## config.mk

```make
export PLATFORM = sky130hd
export DESIGN_NAME = piece_tracker_choke_selector_unit
export DESIGN_NICKNAME = d
export VERILOG_FILES = /design/src/hdl/ptcs_pkg.sv /design/src/hdl/piece_tracker_choke_selector_unit.sv
export SDC_FILE = /design/constraint.sdc
export NUM_CORES = 2
export LEC_CHECK = 0
export BUFFER_PORTS_ARGS = -buffer_cell sky130_fd_sc_hd__buf_2
export CAP_MARGIN = 20
export CORE_MARGIN = 5
export CORE_UTILIZATION = 50
export DETAILED_ROUTE_END_ITERATION = 12
export PLACE_DENSITY_LB_ADDON = 0.15
export SYNTH_ARGS = -nofsm -noshare
export SYNTH_HDL_FRONTEND = slang
export SYNTH_SLANG_ARGS = --single-unit
```

## constraint.sdc

```tcl
create_clock -name clock -period 15.7 [get_ports clock]
set_clock_uncertainty 0.2 [all_clocks]
set_input_delay 1.57 -clock clock [delete_from_list [all_inputs] [get_ports clock]]
set_output_delay 1.57 -clock clock [all_outputs]
set_load 0.1 [all_outputs]
```

## src/hdl/ptcs_pkg.sv

```systemverilog
// Shared constants and types for the piece tracker and choke selector.
`default_nettype none
package ptcs_pkg;
   localparam int MAX_PIECES_DEF    = 1024;
   localparam int MAX_GATES_DEF     = 64;
   localparam int COUNT_BITS_DEF    = 32;
   localparam int UNCHOKE_SLOTS_DEF = 4;

   localparam logic [1:0] CMD_PIECE   = 2'd0;
   localparam logic [1:0] CMD_REQUEST = 2'd1;
   localparam logic [1:0] CMD_REQTICK = 2'd2;
   localparam logic [1:0] CMD_CHOKE   = 2'd3;

   localparam logic [2:0] ACT_UPDATE  = 3'd0;
   localparam logic [2:0] ACT_SEND    = 3'd1;
   localparam logic [2:0] ACT_REQUEST = 3'd2;
   localparam logic [2:0] ACT_UNCHOKE = 3'd3;
   localparam logic [2:0] ACT_CHOKE   = 3'd4;

   localparam logic [1:0] REG_NUM_PIECES = 2'd0;
   localparam logic [1:0] REG_SEEDER     = 2'd1;
   localparam logic [1:0] REG_GATE_COUNT = 2'd2;

   typedef struct packed {
      logic [2:0] action;
      logic [9:0] piece_out;
      logic [7:0] target_gate;
      logic       download_done;
      logic       last_result;
   } rsp_type;
endpackage
`default_nettype wire

```

## src/hdl/piece_tracker_choke_selector_unit.sv

```systemverilog
// Top level of the piece tracker and choke selector.
// Work per transaction: a piece request reads the bitmap once; a received piece also scans
// the bitmap for completion; a request tick scans it for a missing piece; a choke tick runs
// one ranking pass over the gate counters for each result it gives.
// Transactions are handled one at a time; the next one is accepted once the work has ended.
// After reset a clearing pass zeroes both memories.
`default_nettype none
module piece_tracker_choke_selector_unit
   import ptcs_pkg::*;
#(
   parameter int MAX_PIECES    = MAX_PIECES_DEF,
   parameter int MAX_GATES     = MAX_GATES_DEF,
   parameter int COUNT_BITS    = COUNT_BITS_DEF,
   parameter int UNCHOKE_SLOTS = UNCHOKE_SLOTS_DEF
) (
   input  wire logic        clock,
   input  wire logic        reset,
   input  wire logic        req_tvalid,
   output logic             req_tready,
   // cmd[1:0], piece_number[17:2], arrival_gate[25:18], peer_known[26],
   // chosen_peer[34:27], zero fill to 40 bits
   input  wire logic [39:0] req_tdata,
   output logic             rsp_tvalid,
   input  wire logic        rsp_tready,
   // action[2:0], piece_out[12:3], target_gate[20:13], download_done[21], zero fill
   output logic [23:0]      rsp_tdata,
   output logic             rsp_tlast,
   input  wire logic        csr_valid,
   output logic             csr_ready,
   input  wire logic [1:0]  csr_index,
   input  wire logic [10:0] csr_data
);
   localparam int PW = (MAX_PIECES > 1) ? $clog2(MAX_PIECES) : 1;
   localparam int GW = (MAX_GATES > 1) ? $clog2(MAX_GATES) : 1;
   localparam int NW = GW + 1;
   localparam int CLRN = (MAX_PIECES > MAX_GATES) ? MAX_PIECES : MAX_GATES;
   localparam int CW = $clog2(CLRN + 1);
   localparam int SW = $clog2(UNCHOKE_SLOTS + 2);
   localparam logic [COUNT_BITS-1:0] CMAX = '1;

   typedef enum logic [9:0] {
      S_CLEAR = 10'b0000000001, S_IDLE = 10'b0000000010, S_RD = 10'b0000000100,
      S_EVAL  = 10'b0000001000, S_SCAN = 10'b0000010000, S_CHK = 10'b0000100000,
      S_RANK  = 10'b0001000000, S_ROUT = 10'b0010000000, S_OPT = 10'b0100000000,
      S_OUT   = 10'b1000000000
   } state_type;

   state_type state_ff, state_in;

   logic [10:0] num_pieces_ff;
   logic        seeder_ff;
   logic [6:0]  gate_cnt_ff;

   logic [1:0]  cmd_ff;
   logic [15:0] piece_ff;
   logic [7:0]  agate_ff;
   logic        known_ff;
   logic [7:0]  peer_ff;

   logic [CW-1:0] idx_ff, idx_in;
   logic [16:0]   np, ng;

   // Bitmap and counter memories, read data registered.
   logic                  have_mem [MAX_PIECES];
   logic [COUNT_BITS-1:0] cnt_mem  [MAX_GATES];
   logic                  have_q;
   logic [COUNT_BITS-1:0] cnt_q;
   logic                  hwe, hrd;
   logic [PW-1:0]         haddr;
   logic [PW-1:0]         hwaddr;
   logic                  hwd;
   logic                  cwe;
   logic [GW-1:0]         caddr;
   logic [COUNT_BITS-1:0] cwd;

   logic [MAX_GATES-1:0]  taken_ff;
   logic [COUNT_BITS-1:0] best_cnt_ff;
   logic [GW-1:0]         best_ff;
   logic                  best_ok_ff;
   logic [SW-1:0]         slot_ff;
   logic [CW-1:0]         sidx_ff;
   logic [NW-1:0]         nz_ff;

   rsp_type rsp_ff, rsp_in;
   logic    rsp_v_ff;
   logic    rsp_load;
   logic    req_fire;
   logic    rank_last;

   assign np = (num_pieces_ff > 11'(MAX_PIECES)) ? 17'(MAX_PIECES) : 17'(num_pieces_ff);
   assign ng = (gate_cnt_ff > 7'(MAX_GATES)) ? 17'(MAX_GATES) : 17'(gate_cnt_ff);

   assign req_tready = (state_ff == S_IDLE);
   assign req_fire   = req_tvalid && req_tready;
   assign csr_ready  = 1'b1;
   assign rsp_tvalid = rsp_v_ff;
   assign rsp_tlast  = rsp_ff.last_result;
   assign rsp_tdata  = {2'b0, rsp_ff.download_done, rsp_ff.target_gate,
                        rsp_ff.piece_out, rsp_ff.action};

   // A ranked result is final when no optimistic unchoke follows and no further
   // nonzero counter is left or every slot is filled.
   assign rank_last = !known_ff && (slot_ff == SW'(UNCHOKE_SLOTS) ||
                      NW'(slot_ff) + 1'b1 == nz_ff);

   always_ff @(posedge clock) begin
      if (hwe) have_mem[hwaddr] <= hwd;
      if (hrd) have_q <= have_mem[haddr];
      if (cwe) cnt_mem[caddr] <= cwd;
      cnt_q <= cnt_mem[caddr];
   end

   logic held_now;
   assign held_now = seeder_ff || have_q;

   // Sequencer.
   always_comb begin
      state_in = state_ff;
      idx_in   = idx_ff;
      hwe = 1'b0; hrd = 1'b0; hwd = 1'b0;
      haddr = piece_ff[PW-1:0];
      hwaddr = piece_ff[PW-1:0];
      cwe = 1'b0; cwd = cnt_q;
      caddr = agate_ff[GW-1:0];
      rsp_in = rsp_ff;
      unique case (state_ff)
         S_CLEAR: begin
            hwe = (idx_ff < CW'(MAX_PIECES)); hwd = 1'b0;
            hwaddr = idx_ff[PW-1:0];
            cwe = (idx_ff < CW'(MAX_GATES)); cwd = '0;
            caddr = idx_ff[GW-1:0];
            idx_in = idx_ff + 1'b1;
            if (idx_ff == CW'(CLRN - 1)) state_in = S_IDLE;
         end
         S_IDLE: begin
            if (req_fire) state_in = S_RD;
         end
         S_RD: begin
            idx_in = '0;
            unique case (cmd_ff)
               CMD_PIECE, CMD_REQUEST: begin
                  if (17'(piece_ff) < np) begin
                     hrd = 1'b1; state_in = S_EVAL;
                  end else state_in = S_IDLE;
               end
               CMD_REQTICK: begin
                  if (np == 17'd0) state_in = S_IDLE;
                  else begin
                     hrd = 1'b1; haddr = '0; state_in = S_SCAN;
                  end
               end
               default: state_in = S_RANK;
            endcase
         end
         S_EVAL: begin
            if (cmd_ff == CMD_PIECE) begin
               if (held_now) state_in = S_IDLE;
               else begin
                  hwe = 1'b1; hwd = 1'b1;
                  rsp_in = '{ACT_UPDATE, piece_ff[9:0], 8'd0, 1'b0, 1'b1};
                  hrd = 1'b1; haddr = '0; idx_in = '0;
                  state_in = S_CHK;
               end
            end else begin
               if (held_now && 17'(agate_ff) < ng) begin
                  // Counter read issued in S_RD state path; cnt_q holds agate entry.
                  rsp_in = '{ACT_SEND, piece_ff[9:0], agate_ff, 1'b0, 1'b1};
                  cwe = (cnt_q != CMAX); cwd = cnt_q + 1'b1;
                  state_in = S_OUT;
               end else state_in = S_IDLE;
            end
         end
         S_CHK: begin
            // Completion check after a write; the just-written bit reads as held.
            if (!(held_now || idx_ff == CW'(piece_ff))) begin
               state_in = S_OUT;
            end else if (17'(idx_ff) + 17'd1 >= np) begin
               rsp_in.download_done = 1'b1; state_in = S_OUT;
            end else begin
               idx_in = idx_ff + 1'b1; hrd = 1'b1; haddr = PW'(idx_ff + 1'b1);
            end
         end
         S_SCAN: begin
            if (!held_now) begin
               if (known_ff && 17'(peer_ff) < ng) begin
                  rsp_in = '{ACT_REQUEST, idx_ff[9:0], peer_ff, 1'b0, 1'b1};
                  state_in = S_OUT;
               end else state_in = S_IDLE;
            end else if (17'(idx_ff) + 17'd1 >= np) state_in = S_IDLE;
            else begin
               idx_in = idx_ff + 1'b1; hrd = 1'b1; haddr = PW'(idx_ff + 1'b1);
            end
         end
         S_RANK: begin
            caddr = sidx_ff[GW-1:0];
            if (sidx_ff == CW'(MAX_GATES)) state_in = S_ROUT;
         end
         S_ROUT: begin
            if (!rsp_v_ff || rsp_tready) begin
               if (!best_ok_ff || slot_ff == SW'(UNCHOKE_SLOTS + 1)) begin
                  if (known_ff) begin
                     rsp_in = '{ACT_UNCHOKE, 10'd0, peer_ff, 1'b0, 1'b1};
                     state_in = S_OUT;
                  end else state_in = S_IDLE;
               end else begin
                  rsp_in = '{(slot_ff < SW'(UNCHOKE_SLOTS)) ? ACT_UNCHOKE : ACT_CHOKE,
                             10'd0, 8'(best_ff), 1'b0, rank_last};
                  state_in = S_OPT;
               end
            end
         end
         S_OPT: state_in = S_RANK;
         S_OUT: begin
            if (!rsp_v_ff || rsp_tready) state_in = S_IDLE;
         end
         default: state_in = S_IDLE;
      endcase
      if (state_ff == S_IDLE) caddr = req_tdata[18+GW-1:18];
   end

   assign rsp_load = ((state_ff == S_EVAL || state_ff == S_CHK || state_ff == S_SCAN ||
                       state_ff == S_ROUT) && state_in == S_OUT) ||
                     (state_ff == S_ROUT && state_in == S_OPT);

   always_ff @(posedge clock) begin
      if (reset) begin
         state_ff      <= S_CLEAR;
         idx_ff        <= '0;
         rsp_v_ff      <= 1'b0;
         num_pieces_ff <= 11'd1024;
         seeder_ff     <= 1'b0;
         gate_cnt_ff   <= 7'd64;
      end else begin
         state_ff <= state_in;
         idx_ff   <= idx_in;
         if (csr_valid) begin
            unique case (csr_index)
               REG_NUM_PIECES: num_pieces_ff <= csr_data;
               REG_SEEDER:     seeder_ff     <= csr_data[0];
               REG_GATE_COUNT: gate_cnt_ff   <= csr_data[6:0];
               default: ;
            endcase
         end
         rsp_v_ff <= rsp_load || (rsp_v_ff && !rsp_tready);
      end
   end

   // Payload registers and ranking pass.
   always_ff @(posedge clock) begin
      if (req_fire) begin
         cmd_ff   <= req_tdata[1:0];
         piece_ff <= req_tdata[17:2];
         agate_ff <= req_tdata[25:18];
         known_ff <= req_tdata[26];
         peer_ff  <= req_tdata[34:27];
         taken_ff <= '0;
         slot_ff  <= '0;
         nz_ff    <= '0;
      end
      if (state_ff == S_EVAL || state_ff == S_CHK || state_ff == S_SCAN ||
          state_ff == S_ROUT) rsp_ff <= rsp_in;
      if (state_ff == S_RD || state_ff == S_OPT) begin
         sidx_ff     <= '0;
         best_ok_ff  <= 1'b0;
         best_cnt_ff <= '0;
      end
      if (state_ff == S_OPT) begin
         taken_ff[best_ff] <= 1'b1;
         slot_ff <= slot_ff + 1'b1;
      end
      if (state_ff == S_RANK) begin
         sidx_ff <= sidx_ff + 1'b1;
         // cnt_q holds the entry addressed in the previous cycle.
         if (sidx_ff != '0) begin
            // The first pass also counts the nonzero counters.
            if (slot_ff == '0 && cnt_q != '0) nz_ff <= nz_ff + 1'b1;
            if (!taken_ff[GW'(sidx_ff - 1'b1)] && cnt_q != '0 &&
                (!best_ok_ff || cnt_q > best_cnt_ff)) begin
               best_ok_ff  <= 1'b1;
               best_cnt_ff <= cnt_q;
               best_ff     <= GW'(sidx_ff - 1'b1);
            end
         end
      end
   end

   a_ready_idle: assert property (@(posedge clock) disable iff (reset)
      req_tready |-> !rsp_v_ff)
      else $error("result pending while ready");
   a_no_accept_clear: assert property (@(posedge clock) disable iff (reset)
      state_ff == S_CLEAR |-> !req_tready) else $error("accept while clearing");
   a_hold: assert property (@(posedge clock) disable iff (reset)
      rsp_v_ff && !rsp_tready |=> rsp_v_ff) else $error("result dropped");
   a_stable: assert property (@(posedge clock) disable iff (reset)
      rsp_v_ff && !rsp_tready |=> $stable(rsp_tdata) && $stable(rsp_tlast))
      else $error("result changed while waiting");
endmodule
`default_nettype wire
```

==> metrics.txt <==
run status=completed; largest delay contributor family on the critical path=buffers and inverters; Synth top cells by count=edfxtp_1 (3151), nor2_1 (1221), nand2_1 (1059); largest family of logic cells by synthesized area=simple AND/OR/NAND/NOR gates; Cell Count, Final, Fillers Out=13190; Seq cells post-synth=3328; syn_area_per_cell=14.06 µm²; simple-gate area share of the yosys netlist=10.14%; Initial Util=50.28%; Clock Latency Late Sink=0.89 ns; GRT busiest layer=met2; RSZ-0062 raised after global routing=false; setup TNS=0 ns; Core ar.=0.2625 mm²; Die Width=523.8 µm; vias in the first global route=80270; Hold EP=taken_ff[33]; DIE HEIGHT=523.8 µm; Slew HR=18.15%; synth unique cells=81; mux cell area share after synthesis=1.897%; Crit path arrival time=9.29 ns; period utilisation layout=56.78%; met1 GRT Util=38.15%; Critical Path Max Stage Delay=0.90 ns; Seq/Total Area, Yosys=74.38%; layout cells sized above 1=11.51%; Fill cells=20810; setup bufs post-CTS=0; final setup vio count=0; initial antenna violation count=11; fin. max-slew vios=0; CP Capture Type=flop; Synth Area in Adders=0.7015%; Min Hold Slack=0.2494 ns; Hold Path Depth=2; clock transition at the registers of the reported paths=0.06 ns; via count=84120; placed instance count=12530; total CTS buffers=349; peak supply drop=0.0001225 V; Synth Area in Compound Gates=10.11%; P_leak=48.81 nW; critical path launch point type=flop; Die ar.=0.2743 mm²; Cell Area, Synth=0.1320 mm²; PwrDens=150.4 mW/mm²; clock root buffer=clkbuf_16; CP max FO=89; post-CTS resize count=0; nets@finish=9524; Pre-antenna DRT Iters=8; post-DR vias/cell=6.379; Setup crit start=idx_ff[0]; H-Tree Level Count=5; DRC=0; Buffers on Ports=77; type of the worst setup path=flop to flop; Routed Antenna Nets=0; FF-to-FF setup slack=6.79 ns; largest cells by area after synthesis=edfxtp_1 (72%), a22oi_1 (4.4%), nor2_1 (3.5%); gr usage total=28.85%; HPWL after detailed placement=216900 µm; met3 Resource Use GR=4.391%; Critical Path RT=16.08 ns; CTS Sinks=3328; crit-path most repeated cell=buf_4; routability cong.=0.8627; count leader, synth=edfxtp_1; post-synth top area share=71.69%; Post-synth EDFFs=3151; Fmax=112.2 MHz; Worst R2R End=have_q; min-delay src=taken_ff[33]; drt first-iter violations=10040; total gr overflow=0; largest net degree at the start of global routing=167; I/O pin cnt=86; drt total wl=404400 µm; MaxCap Viol Count=0; Rows=188; Post-Synth XOR/XNOR Area=0.2588%; CP Cell Sequence=buf_4, nand3_1, xor2_1, clkinv_1, ha_1, a2111oi_0, a2111oi_0, or4_2, mux2_8, buf_4, buf_4, a21oi_1, a32oi_1, and3_1, a31oi_1, a221oi_1, nor3_1, nor3_2; Yosys Warn Count=0; Reg2Reg Depth=18; total power=22.44 mW; CP max-delay cell=a221oi_1; Tmin final=8.914 ns; CTS tree=yes; fraction of registers with async set/reset=0%; Fin. Hold Viols=0; Longest Clk Path Bufs=4; met2 Usage GRT=47.90%; WL/cell=30.67 µm; Slew @ Worst Pin=1.217 ns; hold-fix buffers at CTS=0; CP bufs+invs=4; Syn-to-layout area delta=13.07%; Hold Crit Class=flop to flop; Post-synth top flop=edfxtp_1; gate count of the mapped netlist=9388; area leader, netlist=edfxtp_1; first-pass GRT wire length=574700 µm; Reg-to-Reg Start=idx_ff[0]
[worst max path at each step]
stage / cells after the start / to
after floorplan: 16 / have_q
after global placement: 18 / have_q
after detailed placement: 18 / have_q
after CTS: 18 / have_q
after global routing: 18 / have_q
final: 18 / have_q
[cell type report]
type | count | area (µm²) | area share [%]
diodes | 6 | 15.01 | 0.01006
clock buffers | 433 | 9346 | 6.263
clock inverters | 192 | 1783 | 1.195
inverters | 77 | 292.8 | 0.1962
multi-input cells | 5265 | 32040 | 21.47
flip-flops and latches | 3328 | 98170 | 65.78
well taps | 3515 | 4398 | 2.947
repair buffers | 371 | 3191 | 2.138
[worst min-delay path: cells and delay by family, from the launching register on]
| family | cells | cell delay (ns) |
|---|---|---|
| DFF | 1 | 0.32 |
| and+or+nand+nor | 1 | 0.04 |
| AOI/OAI and AO/OA | 1 | 0.05 |
[per-layer routing]
layer  wire (µm)  vias up
li1            -    36100
met2      195200     4327
met5          13        -
met1      154400    42940
met3       34630      761
met4       20150        2
[registers in the layout, indices dropped and copies added, names as in the netlist, 2 cells and up]
name and flops:
piece_ff 16, peer_ff 8, cnt_q 32, have_mem 1024, state_ff 10, gate_cnt_ff 7
taken_ff 64, nz_ff 7, idx_ff 11, cmd_ff 2, rsp_tdata 22, cnt_mem 2048
num_pieces_ff 11, agate_ff 8, best_cnt_ff 32, best_ff 6, sidx_ff 11, slot_ff 3
[power by group]
part	internal, mW	total [mW]	switching (mW)	leakage (nW)
logic	0.923	3.77	2.85	10.4
registers	10.3	10.6	0.231	33.0
clock network	4.71	8.11	3.40	5.44
total	16.0	22.4	6.48	48.8
[through the flow]
| stage | util, % | worst slack (ns) | instance area (µm²) |
|---|---|---|---|
| floorplan | - | 3.734 | 132000 |
| global placement | 52.35 | 6.811 | 137400 |
| detailed placement | 52.36 | 6.727 | 137500 |
| CTS | 56.60 | 6.681 | 148600 |
| global route | 56.84 | 6.480 | 149200 |
| finish | 56.85 | 6.786 | 149200 |
[cells in the final DEF, fill, tap and decap left out, types with 176 or more instances in the layout]
cell          n
nand3_1     380
a31oi_1     206
nand4_1     182
buf_4       257
edfxtp_1   3151
dfxtp_1     176
nor2_1     1150
nand2_1    1054
a22oi_1     773
clkbuf_16   360
[cell families (layout without fill, tap and decap cells)]
logic type	Yosys count	in the layout
DFF	3328	3328
and+or+nand+nor	3128	3128
AOI/OAI and AO/OA	1810	1810
buffers and inverters	796	1073
muxes	211	211
adders and majority gates	74	74
xor gates and xnor gates	39	39
other	2	9
Note: power is estimated with default switching activity, not from simulation.
